File: src/hw/rtl/ptcd_pkg.sv
// Package with types, constants and helpers of the pulse train call detector
package ptcd_pkg;

	// Register reset values
	localparam logic [15:0] HIGH_TICKS_RST     = 16'd1000;
	localparam logic [15:0] LOW_TICKS_RST      = 16'd2000;
	localparam logic [15:0] HIGH_EDGES_MIN_RST = 16'd30;
	localparam logic [15:0] HIGH_EDGES_MAX_RST = 16'd45;
	localparam logic [15:0] LOW_EDGES_MAX_RST  = 16'd10;
	localparam logic [3:0]  CLICKS_MIN_RST     = 4'd4;
	localparam logic [3:0]  CLICKS_MAX_RST     = 4'd9;
	localparam logic [15:0] NOISE_EDGES_RST    = 16'd3;

	// Saturation limits
	localparam logic [15:0] CNT_MAX   = 16'hFFFF;
	localparam logic [4:0]  CLICK_SAT = 5'd31;

	// Reciprocal of five for a 16-bit dividend: floor(x * 52429 / 2^18) == x / 5
	localparam logic [33:0] DIV5_MUL   = 34'd52429;
	localparam int          DIV5_SHIFT = 18;

	// Register map, word index
	typedef enum logic [2:0] {
		REG_HIGH_TICKS     = 3'd0,
		REG_LOW_TICKS      = 3'd1,
		REG_HIGH_EDGES_MIN = 3'd2,
		REG_HIGH_EDGES_MAX = 3'd3,
		REG_LOW_EDGES_MAX  = 3'd4,
		REG_CLICKS_MIN     = 3'd5,
		REG_CLICKS_MAX     = 3'd6,
		REG_NOISE_EDGES    = 3'd7
	} ptcd_reg_t;

	// Run phase, one-hot
	typedef enum logic [2:0] {
		PH_IDLE = 3'b001,
		PH_HIGH = 3'b010,
		PH_LOW  = 3'b100
	} ptcd_phase_t;

	// Phase codes as shown on the result beat
	localparam logic [1:0] PHASE_CODE_IDLE = 2'd0;
	localparam logic [1:0] PHASE_CODE_HIGH = 2'd1;
	localparam logic [1:0] PHASE_CODE_LOW  = 2'd2;

	// Configuration seen by the detector
	typedef struct packed {
		logic [15:0] high_ticks;
		logic [15:0] low_ticks;
		logic [15:0] high_edges_min;
		logic [15:0] high_edges_max;
		logic [15:0] low_edges_max;
		logic [3:0]  clicks_min;
		logic [3:0]  clicks_max;
		logic [15:0] noise_edges_min;
		logic [15:0] noise_ticks;     // tick of the early check
	} ptcd_cfg_t;

	// One result beat
	typedef struct packed {
		logic [31:0] calls_total;
		logic        call_found;
		logic [1:0]  phase;
		logic        active;
	} ptcd_result_t;

	localparam int RESULT_W = $bits(ptcd_result_t);
	localparam int M_DATA_W = ((RESULT_W + 7) / 8) * 8;

	// Tick of the early check: a fifth of the click window, at least one
	function automatic logic [15:0] noise_tick(input logic [15:0] win);
		logic [33:0] prod;
		logic [15:0] quo;
		prod = {18'd0, win} * DIV5_MUL;
		quo  = prod[DIV5_SHIFT +: 16];
		return (quo == 16'd0) ? 16'd1 : quo;
	endfunction

	// Output code of a phase
	function automatic logic [1:0] phase_code(input ptcd_phase_t ph);
		logic [1:0] code;
		case (ph)
			PH_HIGH: code = PHASE_CODE_HIGH;
			PH_LOW:  code = PHASE_CODE_LOW;
			default: code = PHASE_CODE_IDLE;
		endcase
		return code;
	endfunction

endpackage

File: src/hw/rtl/ptcd_cfg_regs.sv
// Configuration register file with its APB-style access port
module ptcd_cfg_regs (
	input  logic                clk,
	input  logic                arst_n,
	input  logic                psel,
	input  logic                penable,
	input  logic                pwrite,
	input  logic [4:0]          paddr,
	input  logic [31:0]         pwdata,
	output logic [31:0]         prdata,
	output ptcd_pkg::ptcd_cfg_t cfg
);

	logic                wr_en;
	ptcd_pkg::ptcd_reg_t reg_idx;
	ptcd_pkg::ptcd_cfg_t cfg_q;

	assign wr_en   = psel & penable & pwrite;
	assign reg_idx = ptcd_pkg::ptcd_reg_t'(paddr[4:2]);
	assign cfg     = cfg_q;

	// Register writes; the early-check tick is recomputed with the window length
	always_ff @(posedge clk or negedge arst_n) begin
		if (!arst_n) begin
			cfg_q.high_ticks      <= ptcd_pkg::HIGH_TICKS_RST;
			cfg_q.low_ticks       <= ptcd_pkg::LOW_TICKS_RST;
			cfg_q.high_edges_min  <= ptcd_pkg::HIGH_EDGES_MIN_RST;
			cfg_q.high_edges_max  <= ptcd_pkg::HIGH_EDGES_MAX_RST;
			cfg_q.low_edges_max   <= ptcd_pkg::LOW_EDGES_MAX_RST;
			cfg_q.clicks_min      <= ptcd_pkg::CLICKS_MIN_RST;
			cfg_q.clicks_max      <= ptcd_pkg::CLICKS_MAX_RST;
			cfg_q.noise_edges_min <= ptcd_pkg::NOISE_EDGES_RST;
			cfg_q.noise_ticks     <= ptcd_pkg::noise_tick(ptcd_pkg::HIGH_TICKS_RST);
		end else if (wr_en) begin
			case (reg_idx)
				ptcd_pkg::REG_HIGH_TICKS: begin
					cfg_q.high_ticks  <= pwdata[15:0];
					cfg_q.noise_ticks <= ptcd_pkg::noise_tick(pwdata[15:0]);
				end
				ptcd_pkg::REG_LOW_TICKS:      cfg_q.low_ticks       <= pwdata[15:0];
				ptcd_pkg::REG_HIGH_EDGES_MIN: cfg_q.high_edges_min  <= pwdata[15:0];
				ptcd_pkg::REG_HIGH_EDGES_MAX: cfg_q.high_edges_max  <= pwdata[15:0];
				ptcd_pkg::REG_LOW_EDGES_MAX:  cfg_q.low_edges_max   <= pwdata[15:0];
				ptcd_pkg::REG_CLICKS_MIN:     cfg_q.clicks_min      <= pwdata[3:0];
				ptcd_pkg::REG_CLICKS_MAX:     cfg_q.clicks_max      <= pwdata[3:0];
				ptcd_pkg::REG_NOISE_EDGES:    cfg_q.noise_edges_min <= pwdata[15:0];
				default: ;
			endcase
		end
	end

	// Read mux
	always_comb begin
		case (reg_idx)
			ptcd_pkg::REG_HIGH_TICKS:     prdata = {16'd0, cfg_q.high_ticks};
			ptcd_pkg::REG_LOW_TICKS:      prdata = {16'd0, cfg_q.low_ticks};
			ptcd_pkg::REG_HIGH_EDGES_MIN: prdata = {16'd0, cfg_q.high_edges_min};
			ptcd_pkg::REG_HIGH_EDGES_MAX: prdata = {16'd0, cfg_q.high_edges_max};
			ptcd_pkg::REG_LOW_EDGES_MAX:  prdata = {16'd0, cfg_q.low_edges_max};
			ptcd_pkg::REG_CLICKS_MIN:     prdata = {28'd0, cfg_q.clicks_min};
			ptcd_pkg::REG_CLICKS_MAX:     prdata = {28'd0, cfg_q.clicks_max};
			ptcd_pkg::REG_NOISE_EDGES:    prdata = {16'd0, cfg_q.noise_edges_min};
			default:                      prdata = 32'd0;
		endcase
	end

endmodule

File: src/hw/rtl/ptcd_fsm.sv
// Run state machine and counters, updated once per accepted tick
module ptcd_fsm (
	input  logic                   clk,
	input  logic                   arst_n,
	input  logic                   fire,
	input  logic                   edge_seen,
	input  ptcd_pkg::ptcd_cfg_t    cfg,
	output ptcd_pkg::ptcd_result_t result
);

	ptcd_pkg::ptcd_phase_t phase_q, phase_d;
	logic [15:0] ticks_q, ticks_d, ticks_inc;
	logic [15:0] edges_q, edges_d, edges_inc;
	logic [4:0]  clicks_q, clicks_d;
	logic        armed_q, armed_d;
	logic [31:0] total_q, total_d;
	logic        finish, may_record, found;
	logic        high_good;

	// Saturating window counters
	assign ticks_inc = (ticks_q != ptcd_pkg::CNT_MAX) ? ticks_q + 16'd1 : ticks_q;
	assign edges_inc = (edge_seen && edges_q != ptcd_pkg::CNT_MAX) ?
		edges_q + 16'd1 : edges_q;

	assign high_good = (edges_inc >= cfg.high_edges_min) &&
		(edges_inc <= cfg.high_edges_max) && (clicks_q <= {1'b0, cfg.clicks_max});

	// Next state for one tick
	always_comb begin
		phase_d    = phase_q;
		ticks_d    = ticks_q;
		edges_d    = edges_q;
		clicks_d   = clicks_q;
		armed_d    = armed_q;
		total_d    = total_q;
		finish     = 1'b0;
		may_record = 1'b0;
		found      = 1'b0;
		case (phase_q)
			ptcd_pkg::PH_IDLE: begin
				if (edge_seen) begin
					phase_d  = ptcd_pkg::PH_HIGH;
					ticks_d  = 16'd0;
					edges_d  = 16'd0;
					clicks_d = 5'd0;
					armed_d  = 1'b1;
				end
			end
			ptcd_pkg::PH_HIGH: begin
				ticks_d = ticks_inc;
				edges_d = edges_inc;
				// early noise check, once per run
				if (armed_q && ticks_inc >= cfg.noise_ticks) begin
					armed_d = 1'b0;
					if (edges_inc < cfg.noise_edges_min)
						finish = 1'b1;
				end
				if (!finish && ticks_inc >= cfg.high_ticks) begin
					if (high_good) begin
						armed_d = 1'b0;
						phase_d = ptcd_pkg::PH_LOW;
						ticks_d = 16'd0;
						edges_d = 16'd0;
					end else begin
						finish     = 1'b1;
						may_record = 1'b1;
					end
				end
			end
			ptcd_pkg::PH_LOW: begin
				ticks_d = ticks_inc;
				edges_d = edges_inc;
				if (ticks_inc >= cfg.low_ticks) begin
					if (edges_inc <= cfg.low_edges_max) begin
						if (clicks_q != ptcd_pkg::CLICK_SAT)
							clicks_d = clicks_q + 5'd1;
						phase_d = ptcd_pkg::PH_HIGH;
						ticks_d = 16'd0;
						edges_d = 16'd0;
					end else begin
						finish     = 1'b1;
						may_record = 1'b1;
					end
				end
			end
			default: phase_d = ptcd_pkg::PH_IDLE;
		endcase
		// end of run, call recorded when allowed and enough clicks
		if (finish) begin
			if (may_record && clicks_q >= {1'b0, cfg.clicks_min}) begin
				total_d = total_q + 32'd1;
				found   = 1'b1;
			end
			phase_d  = ptcd_pkg::PH_IDLE;
			ticks_d  = 16'd0;
			edges_d  = 16'd0;
			clicks_d = 5'd0;
			armed_d  = 1'b0;
		end
	end

	always_ff @(posedge clk or negedge arst_n) begin
		if (!arst_n) begin
			phase_q  <= ptcd_pkg::PH_IDLE;
			ticks_q  <= 16'd0;
			edges_q  <= 16'd0;
			clicks_q <= 5'd0;
			armed_q  <= 1'b0;
			total_q  <= 32'd0;
		end else if (fire) begin
			phase_q  <= phase_d;
			ticks_q  <= ticks_d;
			edges_q  <= edges_d;
			clicks_q <= clicks_d;
			armed_q  <= armed_d;
			total_q  <= total_d;
		end
	end

	assign result.active      = (phase_d != ptcd_pkg::PH_IDLE);
	assign result.phase       = ptcd_pkg::phase_code(phase_d);
	assign result.call_found  = found;
	assign result.calls_total = total_d;

endmodule

File: src/hw/rtl/ptcd_out_reg.sv
// Result register between the detector and the output stream
module ptcd_out_reg (
	input  logic                            clk,
	input  logic                            arst_n,
	input  logic                            fire,
	input  ptcd_pkg::ptcd_result_t          result,
	output logic                            load_ok,
	output logic                            m_tvalid,
	input  logic                            m_tready,
	output logic [ptcd_pkg::M_DATA_W-1:0]   m_tdata
);

	logic                   valid_q;
	ptcd_pkg::ptcd_result_t data_q;

	// Free to load when empty or when the held beat leaves this cycle
	assign load_ok = !valid_q || m_tready;

	always_ff @(posedge clk or negedge arst_n) begin
		if (!arst_n)
			valid_q <= 1'b0;
		else if (load_ok)
			valid_q <= fire;
	end

	always_ff @(posedge clk) begin
		if (fire)
			data_q <= result;
	end

	assign m_tvalid = valid_q;
	assign m_tdata  = {{(ptcd_pkg::M_DATA_W - ptcd_pkg::RESULT_W){1'b0}}, data_q};

endmodule

File: src/hw/rtl/pulse_train_call_detector_core.sv
// Pulse train call detector: the result beat is registered and shows in the cycle after its input beat.
// Throughput one tick per cycle; the result register frees up as its beat leaves,
// so s_tready stays high while m_tready is high.
// arst_n clears the run state, the call count and the output valid, and loads
// the register reset values; no clearing pass is needed.
// Top level: APB-style configuration, tick stream in, status stream out.
module pulse_train_call_detector_core (
	input  logic        clk,
	input  logic        arst_n,
	// tick stream
	input  logic        s_tvalid,
	output logic        s_tready,
	input  logic [7:0]  s_tdata,   // [0] edge_seen, [7:1] zero
	// status stream
	output logic        m_tvalid,
	input  logic        m_tready,
	output logic [39:0] m_tdata,   // [0] active, [2:1] phase, [3] call_found,
	                               // [35:4] calls_total, [39:36] zero
	// configuration
	input  logic        psel,
	input  logic        penable,
	input  logic        pwrite,
	input  logic [4:0]  paddr,
	input  logic [31:0] pwdata,
	output logic [31:0] prdata,
	output logic        pready
);

	ptcd_pkg::ptcd_cfg_t    cfg;
	ptcd_pkg::ptcd_result_t result;
	logic                   fire;
	logic                   load_ok;

	assign pready   = 1'b1;
	assign s_tready = load_ok;
	assign fire     = s_tvalid & load_ok;

	ptcd_cfg_regs u_cfg (
		.clk     (clk),
		.arst_n  (arst_n),
		.psel    (psel),
		.penable (penable),
		.pwrite  (pwrite),
		.paddr   (paddr),
		.pwdata  (pwdata),
		.prdata  (prdata),
		.cfg     (cfg)
	);

	ptcd_fsm u_fsm (
		.clk       (clk),
		.arst_n    (arst_n),
		.fire      (fire),
		.edge_seen (s_tdata[0]),
		.cfg       (cfg),
		.result    (result)
	);

	ptcd_out_reg u_out (
		.clk      (clk),
		.arst_n   (arst_n),
		.fire     (fire),
		.result   (result),
		.load_ok  (load_ok),
		.m_tvalid (m_tvalid),
		.m_tready (m_tready),
		.m_tdata  (m_tdata)
	);

endmodule

File: config.mk
export PLATFORM = sky130hd
export DESIGN_NAME = pulse_train_call_detector_core
export DESIGN_NICKNAME = d
export VERILOG_FILES = /design/src/hw/rtl/ptcd_pkg.sv /design/src/hw/rtl/ptcd_cfg_regs.sv /design/src/hw/rtl/ptcd_fsm.sv /design/src/hw/rtl/ptcd_out_reg.sv /design/src/hw/rtl/pulse_train_call_detector_core.sv
export SDC_FILE = /design/constraint.sdc
export NUM_CORES = 1
export LEC_CHECK = 0
export CORE_MARGIN = 5
export CORE_UTILIZATION = 30
export DETAILED_ROUTE_END_ITERATION = 10
export DONT_BUFFER_PORTS = 1
export SLEW_MARGIN = 20
export SYNTH_ARGS = -nofsm -noshare
export SYNTH_HDL_FRONTEND = slang
export SYNTH_HIERARCHICAL = 1
export SYNTH_SLANG_ARGS = --single-unit
File: constraint.sdc
create_clock -name clk -period 14.8 [get_ports clk]
set_input_delay 0.74 -clock clk [delete_from_list [all_inputs] [get_ports clk]]
set_output_delay 0.74 -clock clk [all_outputs]
set_load 0.05 [all_outputs]
==> flow_summary.html, run 1 <==
<table>
<tr><th>Metric</th><th>Value</th></tr>
<tr><th colspan="2">Critical path</th></tr>
<tr><td>Critical Path RT</td><td>15.26 ns</td></tr>
<tr><td>Kind of capture point of the worst setup path</td><td>register</td></tr>
<tr><td>R2R cell count</td><td>20</td></tr>
<tr><td>Critical register-to-register path startpoint</td><td>u_fsm/edges_q[0]</td></tr>
<tr><td>Max Fanout on Critical Path</td><td>20</td></tr>
<tr><td>Arrival time reported for the critical path endpoint</td><td>7.20 ns</td></tr>
<tr><td>Class of the most critical setup path</td><td>reg -&gt; reg</td></tr>
<tr><td>Setup slack of the worst register-to-register path</td><td>8.06 ns</td></tr>
<tr><td>Crit path launch type</td><td>register</td></tr>
<tr><td>Capturing point of the worst reg2reg path</td><td>u_fsm/ticks_q[2]</td></tr>
<tr><th colspan="2">Timing</th></tr>
<tr><td>Worst clock skew</td><td>0.0427 ns</td></tr>
<tr><td>Number of pins with negative max-slew slack in the final report</td><td>0</td></tr>
<tr><td>Aggregate negative setup slack</td><td>0 ns</td></tr>
<tr><td>FMAX</td><td>148 MHz</td></tr>
<tr><td>Period Utilization, post-route</td><td>45.6%</td></tr>
<tr><td>Number of setup violations in the final report</td><td>0</td></tr>
<tr><td>Worst Hold Slack</td><td>0.0351 ns</td></tr>
<tr><td>Worst slew margin</td><td>24.8%</td></tr>
<tr><td>Final hold violation count</td><td>0</td></tr>
<tr><td>Setup repair after global routing missed its margin</td><td>no</td></tr>
<tr><td>Final critical-path required period</td><td>6.74 ns</td></tr>
<tr><td>Actual slew at the worst max-slew pin</td><td>1.12 ns</td></tr>
<tr><th colspan="2">Clock tree</th></tr>
<tr><td>Clock latency of the later-clocked register in the worst-skew pair</td><td>0.58 ns</td></tr>
<tr><td>TritonCTS clock tree</td><td>yes</td></tr>
<tr><td>Clock Path Buffers</td><td>3</td></tr>
<tr><td>Deepest level of the CTS H-tree</td><td>1</td></tr>
<tr><td>Clk sinks</td><td>228</td></tr>
<tr><td>CTS clock-pin slew for the worst setup and hold paths</td><td>0.06 ns</td></tr>
<tr><td>Post-cts sizing count</td><td>0</td></tr>
<tr><td>Post-CTS Setup Inserts</td><td>0</td></tr>
<tr><td>CTS root buffer</td><td>sky130_fd_sc_hd__clkbuf_16</td></tr>
<tr><td>Number of buffers created by CTS</td><td>28</td></tr>
<tr><th colspan="2">Floorplan</th></tr>
<tr><td>I/O pin count</td><td>127</td></tr>
<tr><td>Die X</td><td>262 um</td></tr>
<tr><td>Core area</td><td>63000 um2</td></tr>
<tr><td>Core Rows</td><td>92</td></tr>
<tr><td>Die area</td><td>68600 um2</td></tr>
<tr><td>Effective utilization at floorplan</td><td>30.3%</td></tr>
<tr><td>Chip height</td><td>262 um</td></tr>
<tr><th colspan="2">Logic synthesis</th></tr>
<tr><td>Area contributors post-synth</td><td>sky130_fd_sc_hd__dfrtp_1, sky130_fd_sc_hd__ha_1, sky130_fd_sc_hd__fa_1</td></tr>
<tr><td>Share of flip-flops with an asynchronous set or reset after synthesis</td><td>84.2%</td></tr>
<tr><td>Number of standard cells after synthesis</td><td>1984</td></tr>
<tr><td>Leading register cell type out of synthesis</td><td>sky130_fd_sc_hd__dfrtp_1</td></tr>
<tr><td>Yosys top cell area share</td><td>21.1%</td></tr>
<tr><td>Number of unique standard cell types used by synthesis</td><td>96</td></tr>
<tr><td>Mean post-synth cell area</td><td>9.60 um2</td></tr>
<tr><td>Top cells by instance count after synthesis</td><td>sky130_fd_sc_hd__inv_1, sky130_fd_sc_hd__ha_1, sky130_fd_sc_hd__nand2_1, sky130_fd_sc_hd__dfrtp_1, sky130_fd_sc_hd__mux2_2</td></tr>
<tr><td>Number of flops mapped to enable cells by yosys</td><td>36</td></tr>
<tr><td>Proportion of synthesized chip area in sequential cells</td><td>31.1%</td></tr>
<tr><td>Most instantiated library cell after synthesis</td><td>sky130_fd_sc_hd__inv_1</td></tr>
<tr><td>Largest area contributor in the synthesized netlist</td><td>sky130_fd_sc_hd__dfrtp_1</td></tr>
<tr><td>Synthesis warning total</td><td>6</td></tr>
<tr><td>Post-Syn Area</td><td>19100 um2</td></tr>
<tr><td>Total of flip-flops plus latches after synthesis</td><td>228</td></tr>
<tr><th colspan="2">Routing</th></tr>
<tr><td>Via count</td><td>14200</td></tr>
<tr><td>Routed wirelength normalized by instance count</td><td>18.0 um</td></tr>
<tr><td>Count of antenna-violating nets left after detailed routing</td><td>0</td></tr>
<tr><td>Drt via density</td><td>5.00</td></tr>
<tr><td>Pre-antenna DRT Iters</td><td>8</td></tr>
<tr><td>Post-route DRC violation count</td><td>0</td></tr>
<tr><td>Overall routed net length</td><td>51000 um</td></tr>
<tr><td>Number of DRC violations after detailed-routing iteration 0</td><td>1019</td></tr>
<tr><th colspan="2">GRT</th></tr>
<tr><td>Overflow left after global routing</td><td>0</td></tr>
<tr><td>Wire length of the first global-routing pass</td><td>80200 um</td></tr>
<tr><td>Global-route usage over all layers</td><td>14.6%</td></tr>
<tr><td>Number of global-route vias before repair</td><td>14600</td></tr>
<tr><td>Initial antenna violation count</td><td>1</td></tr>
<tr><td>Largest net degree at the start of global routing</td><td>162</td></tr>
<tr><th colspan="2">Power</th></tr>
<tr><td>Power density relative to cell area</td><td>149 nW/um2</td></tr>
<tr><td>Highest ir drop seen on vdd</td><td>0.183 mV</td></tr>
<tr><td>Leak pwr</td><td>9.87 nW</td></tr>
<tr><th colspan="2">Placement</th></tr>
<tr><td>Placement-stage cell area</td><td>19900 um2</td></tr>
<tr><td>Routability-driven placement congestion ratio</td><td>0.896</td></tr>
<tr><td>Hpwl dp</td><td>38900 um</td></tr>
<tr><td>Count of buffers from port buffering</td><td>0</td></tr>
<tr><th colspan="2">Cells and area</th></tr>
<tr><td>Number of antenna repair diodes</td><td>0</td></tr>
<tr><td>Layout Area Growth over Synthesis</td><td>10.1%</td></tr>
<tr><td>Count of nets after finishing</td><td>2356</td></tr>
<tr><td>End-of-flow core utilization</td><td>33.3%</td></tr>
<tr><td>Fraction of final layout cells with drive strength greater than 1</td><td>12.9%</td></tr>
<tr><td>Final instance area</td><td>21000 um2</td></tr>
<tr><td>Number of fillers in the final layout</td><td>6401</td></tr>
<tr><th colspan="2">Status</th></tr>
<tr><td>Status</td><td>complete, no violations</td></tr>
<tr><th colspan="2">Flow run</th></tr>
<tr><td>Count of max-cap constraint violations</td><td>0</td></tr>
<tr><th colspan="2">Worst hold path</th></tr>
<tr><td>Worst min-delay path category</td><td>in -&gt; async</td></tr>
</table>
## through the flow
step | power (mW) | setup slack (ns) | cells
floorplan | 1.98 | 8.96 | 2004
global placement | 2.31 | 8.35 | 2784
detailed placement | 2.36 | 8.24 | 2784
CTS | 3.14 | 8.19 | 2837
global route | 3.37 | 7.49 | 2837
finish | 3.12 | 8.06 | 2837
## how the worst max path moves through the flow
stage | from | to | slack [ns] | cells after the start
after floorplan | pwdata[8] | u_cfg/cfg[0] | 8.96 | 20
after global placement | u_fsm/edges_q[0] | u_fsm/ticks_q[2] | 8.35 | 20
after detailed placement | u_fsm/edges_q[0] | u_fsm/ticks_q[2] | 8.24 | 20
after CTS | u_fsm/edges_q[0] | u_out/m_tdata[5] | 8.19 | 18
after global routing | u_fsm/edges_q[0] | u_fsm/ticks_q[2] | 7.49 | 20
final | u_fsm/edges_q[0] | u_fsm/ticks_q[2] | 8.06 | 20
## cells in the final DEF, fill, tap and decap left out, drive strengths merged, types with 22 or more instances in the layout
cell type / n
fa: 80
and3: 34
ha: 255
nand3: 57
dfrtp: 161
clkbuf: 35
nor2: 68
nand4: 49
a21oi: 74
inv: 320
mux2: 106
dfstp: 31
edfxtp: 36
o21ai: 77
nor3: 22
conb: 23
nand2: 197
xnor2: 77
## sequential cells by signal, summed over array words and instances, names as in the netlist
signal	flops
u_cfg/cfg	118
u_fsm/armed_q	1
u_fsm/clicks_q	5
u_fsm/edges_q	16
u_fsm/phase_q	3
u_fsm/ticks_q	16
u_fsm/total_q	32
u_out/m_tdata	36
u_out/m_tvalid	1
## layout make-up
type,count,area (um2),area share (%)
multi-input combinational,1374,11600,55.4
clock buffer,35,798,3.81
sequential,228,5920,28.3
timing repair buffer,18,155,0.740
tap,846,1060,5.05
clock inverter,17,216,1.03
inverter,319,1200,5.71
## cell families after synthesis
kind of cell    share of synthesized area [%]
xor+xnor                                 4.28
mux                                      7.33
buf+inv                                  8.69
compound gates                           10.7
other cells                            0.0591
simple gates                             12.7
fa+ha+maj                                25.2
flops                                    31.1
## per-layer routing
metal	global-route usage (%)	vias to the layer above	share of wire, %
li1	-	6731	-
met2	24.7	389	47
met4	4.40	0	3.2
met3	3.32	86	6.6
met5	0	-	0
met1	18.6	6984	43
## power breakdown
part           total [mW]  switching, mW  leakage [nW]  internal, mW
registers           0.826         0.0906          2.82         0.735
clock network       0.742          0.289         0.484         0.453
logic                1.55          0.926          6.56         0.622
total                3.12           1.31          9.87          1.81
## repair_timing
| item | CTS | global route |
|---|---|---|
| setup endpoints to repair | 0 | 0 |
| hold buffers | 1 | 0 |
| hold endpoints to repair | 161 | 0 |
## critical path, stage by stage (launching register included)
cell                       delay, ns
sky130_fd_sc_hd__dfrtp_1        0.42
sky130_fd_sc_hd__ha_1           0.28
sky130_fd_sc_hd__nand4_1        0.14
sky130_fd_sc_hd__nor4_4         0.07
sky130_fd_sc_hd__nor2_1         0.37
sky130_fd_sc_hd__nand4_1        0.24
sky130_fd_sc_hd__nor3_1         0.90
sky130_fd_sc_hd__nand3_1        0.15
sky130_fd_sc_hd__nor2_1         0.24
sky130_fd_sc_hd__xor2_1         0.43
sky130_fd_sc_hd__ha_1           0.34
sky130_fd_sc_hd__nand4_1        0.17
sky130_fd_sc_hd__nor2_1         0.08
sky130_fd_sc_hd__a221o_1        0.29
sky130_fd_sc_hd__a211o_1        0.26
sky130_fd_sc_hd__a211oi_1       0.44
sky130_fd_sc_hd__o22ai_1        0.20
sky130_fd_sc_hd__a21oi_1        0.18
sky130_fd_sc_hd__buf_4          0.33
sky130_fd_sc_hd__nand2_1        0.60
sky130_fd_sc_hd__o41ai_1        0.46
Power figures use the tool's default switching activity.
==> inputs of run 2 (changes only) <==
==> constraint.sdc (replaced) <==
create_clock -name clk -period 5.75 [get_ports clk]
set_input_delay 0.2875 -clock clk [delete_from_list [all_inputs] [get_ports clk]]
set_output_delay 0.2875 -clock clk [all_outputs]
set_load 0.05 [all_outputs]
==> run 2 against run 1 <==
  * Power increased to 2.6 times the previous value
  * Clock skew decreased by 0.028 ns
  * Setup slack worse by 7.8 ns
  * Combinational power increased to 2.7 times the previous value
  * Via count rose by 1.6%
  * Highest routed layer is now met5
  * Count of clock-buffer cells in the layout fell by 1
  * Critical endpoint is now u_out/m_tdata[5]
  * Critical path depth fell by 3
  * Hold slack got worse by 0.0089 ns
  * Design area grew 1.7%
  * Sequential power grew to 2.6 times the previous value
==> flow_summary.html, run 2 (synthesis gave the netlist of run 1 again) <==
<table>
<tr><th>Metric</th><th>Value</th></tr>
<tr><th colspan="2">Status</th></tr>
<tr><td>Status</td><td>complete, no violations</td></tr>
<tr><th colspan="2">Cells and area</th></tr>
<tr><td>Fraction of final layout cells with drive strength greater than 1</td><td>13.9% (+1.0 points)</td></tr>
<tr><td>Leading cell types in the layout, fill and taps excluded</td><td>sky130_fd_sc_hd__inv_1, sky130_fd_sc_hd__ha_1, sky130_fd_sc_hd__nand2_1</td></tr>
<tr><td>Count of nets after finishing</td><td>2400 (+1.9%)</td></tr>
<tr><td>Max reg flops</td><td>118 (unchanged)</td></tr>
<tr><td>Layout Area Growth over Synthesis</td><td>11.9%</td></tr>
<tr><td>Most common cell after layout, fill and taps aside</td><td>sky130_fd_sc_hd__inv_1</td></tr>
<tr><td>Final instance area</td><td>21300 um2 (+1.7%)</td></tr>
<tr><th colspan="2">Worst hold path</th></tr>
<tr><td>Startpoint of the tightest hold check path</td><td>pwdata[15]</td></tr>
<tr><td>Worst min-delay path category</td><td>in -&gt; reg</td></tr>
<tr><th colspan="2">Floorplan</th></tr>
<tr><td>Core area</td><td>63000 um2 (unchanged)</td></tr>
<tr><td>Effective utilization at floorplan</td><td>30.3% (unchanged)</td></tr>
<tr><td>Core Rows</td><td>92 (unchanged)</td></tr>
<tr><td>Chip height</td><td>262 um (unchanged)</td></tr>
<tr><td>Die X</td><td>262 um (unchanged)</td></tr>
<tr><td>I/O pin count</td><td>127 (unchanged)</td></tr>
<tr><td>Die area</td><td>68600 um2 (unchanged)</td></tr>
<tr><th colspan="2">Power</th></tr>
<tr><td>Net Switching</td><td>3.48 mW (+170%)</td></tr>
<tr><td>Highest ir drop seen on vdd</td><td>0.398 mV (+120%)</td></tr>
<tr><td>Leak pwr</td><td>10.1 nW (+2.0%)</td></tr>
<tr><td>Power density relative to cell area</td><td>380 nW/um2 (+160%)</td></tr>
<tr><td>Sequential group share of total power</td><td>26.2% (-0.3 points)</td></tr>
<tr><td>Fraction of power spent switching nets</td><td>42.9% (+0.99 points)</td></tr>
<tr><td>Combinational share of power</td><td>51.4% (+1.7 points)</td></tr>
<tr><td>Clock power share</td><td>22.4% (-1.4 points)</td></tr>
<tr><td>Pint</td><td>4.63 mW (+160%)</td></tr>
<tr><th colspan="2">Clock tree</th></tr>
<tr><td>Post-CTS Setup Inserts</td><td>0 (unchanged)</td></tr>
<tr><td>Clock Path Buffers</td><td>3 (unchanged)</td></tr>
<tr><td>TritonCTS clock tree</td><td>yes</td></tr>
<tr><td>Clk sinks</td><td>228 (unchanged)</td></tr>
<tr><td>CTS clock-pin slew for the worst setup and hold paths</td><td>0.06 ns (about the same)</td></tr>
<tr><td>CTS root buffer</td><td>sky130_fd_sc_hd__clkbuf_16</td></tr>
<tr><td>Deepest level of the CTS H-tree</td><td>1 (unchanged)</td></tr>
<tr><td>Number of buffers created by CTS</td><td>28 (unchanged)</td></tr>
<tr><td>Clock latency of the later-clocked register in the worst-skew pair</td><td>0.57 ns (about the same)</td></tr>
<tr><th colspan="2">Routing</th></tr>
<tr><td>Met1 wire length</td><td>24500 um (+12%)</td></tr>
<tr><td>Via count</td><td>14400 (+1.6%)</td></tr>
<tr><td>Post-route DRC violation count</td><td>0 (unchanged)</td></tr>
<tr><td>Routed length on met3</td><td>3500 um (+3.7%)</td></tr>
<tr><td>Count of antenna-violating nets left after detailed routing</td><td>0 (unchanged)</td></tr>
<tr><td>Drt via density</td><td>5.00 (about the same)</td></tr>
<tr><td>Pre-antenna DRT Iters</td><td>5 (-3)</td></tr>
<tr><td>Routed wirelength normalized by instance count</td><td>18.7 um (+4.1%)</td></tr>
<tr><td>Number of DRC violations after detailed-routing iteration 0</td><td>1068 (+4.8%)</td></tr>
<tr><td>Topmost layer with routed signal wires</td><td>met5</td></tr>
<tr><td>Total met2 wirelength after detailed routing</td><td>24200 um (+0.31%)</td></tr>
<tr><td>Overall routed net length</td><td>53900 um (+5.7%)</td></tr>
<tr><th colspan="2">Timing</th></tr>
<tr><td>Final critical-path required period</td><td>5.45 ns (-1.29 ns)</td></tr>
<tr><td>Setup repair after global routing missed its margin</td><td>no</td></tr>
<tr><td>Worst clock skew</td><td>0.0150 ns (-0.0277 ns)</td></tr>
<tr><td>FMAX</td><td>183 MHz (+24%)</td></tr>
<tr><td>Period Utilization, post-route</td><td>94.8% (+49 points)</td></tr>
<tr><td>Number of pins with negative max-slew slack in the final report</td><td>0 (unchanged)</td></tr>
<tr><td>Final hold violation count</td><td>0 (unchanged)</td></tr>
<tr><td>Actual slew at the worst max-slew pin</td><td>1.17 ns (+0.0554 ns)</td></tr>
<tr><td>Worst slew margin</td><td>21.6% (-3.2 points)</td></tr>
<tr><td>Minimum setup slack in the final design</td><td>0.297 ns (-7.76 ns)</td></tr>
<tr><td>Aggregate negative setup slack</td><td>0 ns (unchanged)</td></tr>
<tr><td>Number of setup violations in the final report</td><td>0 (unchanged)</td></tr>
<tr><th colspan="2">Critical path</th></tr>
<tr><td>Kind of capture point of the worst setup path</td><td>register</td></tr>
<tr><td>Crit path launch type</td><td>register</td></tr>
<tr><td>Critical Path RT</td><td>6.05 ns (-9.21 ns)</td></tr>
<tr><td>Launching element of the worst setup path</td><td>u_fsm/ticks_q[5]</td></tr>
<tr><td>Arrival time reported for the critical path endpoint</td><td>5.76 ns (-1.44 ns)</td></tr>
<tr><td>Class of the most critical setup path</td><td>reg -&gt; reg</td></tr>
<tr><td>Max Fanout on Critical Path</td><td>64 (+220%)</td></tr>
<tr><td>Critical register-to-register path startpoint</td><td>u_fsm/ticks_q[5]</td></tr>
<tr><th colspan="2">GRT</th></tr>
<tr><td>Global-route usage over all layers</td><td>15.5% (+0.91 points)</td></tr>
<tr><td>Overflow left after global routing</td><td>0 (unchanged)</td></tr>
<tr><td>Wire length of the first global-routing pass</td><td>84400 um (+5.3%)</td></tr>
<tr><td>Number of global-route vias before repair</td><td>14800 (+1.5%)</td></tr>
<tr><td>Largest net degree at the start of global routing</td><td>193 (+19%)</td></tr>
<tr><td>Initial antenna violation count</td><td>3 (+2)</td></tr>
<tr><th colspan="2">Placement</th></tr>
<tr><td>Count of buffers from port buffering</td><td>0 (unchanged)</td></tr>
<tr><td>Setup WS pre-CTS</td><td>0.0104 ns (-8.23 ns)</td></tr>
<tr><td>Hpwl dp</td><td>40700 um (+4.6%)</td></tr>
<tr><td>Routability-driven placement congestion ratio</td><td>0.878 (-2.0%)</td></tr>
<tr><td>Placement-stage cell area</td><td>20100 um2 (+0.90%)</td></tr>
<tr><th colspan="2">Flow run</th></tr>
<tr><td>Count of max-cap constraint violations</td><td>0 (unchanged)</td></tr>
</table>
[run 2: cell count changes in the layout (fill, tap and decap cells not counted), sizes merged]
cell / change
dlymetal6s4s: +1
clkinvlp: -1
inv: +1
bufinv: -1
diode: +1
clkbuf: -1
clkinv: +2
dlygate4sd3: +19
buf: +24
[run 2: worst max-delay path, stage by stage, from the launching register on]
cell                        delay [ns]
sky130_fd_sc_hd__dfrtp_1          0.43
sky130_fd_sc_hd__and4_1           0.31
sky130_fd_sc_hd__nand4_1          0.21
sky130_fd_sc_hd__or2_2            0.41
sky130_fd_sc_hd__nor2_2           0.29
sky130_fd_sc_hd__nor2_1           0.17
sky130_fd_sc_hd__and3_1           0.25
sky130_fd_sc_hd__xor2_1           0.16
sky130_fd_sc_hd__buf_4            0.17
sky130_fd_sc_hd__ha_1             0.26
sky130_fd_sc_hd__o21ai_0          0.16
sky130_fd_sc_hd__a2111oi_0        0.56
sky130_fd_sc_hd__a2111oi_1        0.22
sky130_fd_sc_hd__o21ai_0          0.34
sky130_fd_sc_hd__nand2b_1         0.20
sky130_fd_sc_hd__o31ai_4          0.33
sky130_fd_sc_hd__buf_12           0.30
sky130_fd_sc_hd__mux2_2           0.39
[run 2: timing repair]
action,in CTS,in global routing
resized for setup,0,10
hold buffers,21,0
hold endpoints to repair,295,0
setup endpoints to repair,0,103
[run 2: path summary, 6_finish.rpt]
check	end	slack, ns	depth (start not counted)
max in group asynchronous	u_cfg/cfg[36]	4.45	3
worst min-delay path	u_cfg/cfg[119]	0.03	2
worst max register to register	u_out/m_tdata[5]	0.30	17
min in group asynchronous	u_fsm/ticks_q[6]	0.31	2
worst max-delay path	u_out/m_tdata[5]	0.30	17
worst min register to register	u_cfg/cfg[6]	0.47	2
[run 2: area by class of cell]
cell class	count	area [um2]
Tap cell	846	1060
Clock buffer	34	744
Timing Repair Buffer	62	571
Fill cell	6439	41600
Multi-Input combinational cell	1374	11600
Antenna cell	1	2.50
Clock inverter	18	193
Inverter	319	1200
Sequential cell	228	5920
[run 2: per-layer routing]
metal  GRT usage, %  up-vias
met5              0        -
met1           21.3     7063
met2           24.7      435
met4           4.60        2
li1               -     6815
met3           3.10       98
[run 2: through the flow]
stage | hold slack, ns | util [%] | cells | power, mW
global placement | 0.0267 | 31.9 | 2807 | 6.07
detailed placement | 0.0279 | 31.9 | 2807 | 6.18
global route | 0.0156 | 33.9 | 2881 | 8.80
floorplan | -0.00809 | - | 2004 | 5.09
finish | 0.0262 | 33.9 | 2882 | 8.11
CTS | 0.00803 | 33.8 | 2880 | 8.13
[run 2: power groups by stage]
| stage | sequential [mW] | combinational [mW] | clock [mW] |
|---|---|---|---|
| 2_1_floorplan | 2.08 | 3.02 | 0 |
| 3_3_place_gp | 2.14 | 3.93 | 0 |
| 3_5_place_dp | 2.15 | 4.03 | 0 |
| 4_1_cts | 2.13 | 4.13 | 1.88 |
| 5_1_grt | 2.15 | 4.69 | 1.95 |
| 6_report | 2.13 | 4.17 | 1.82 |
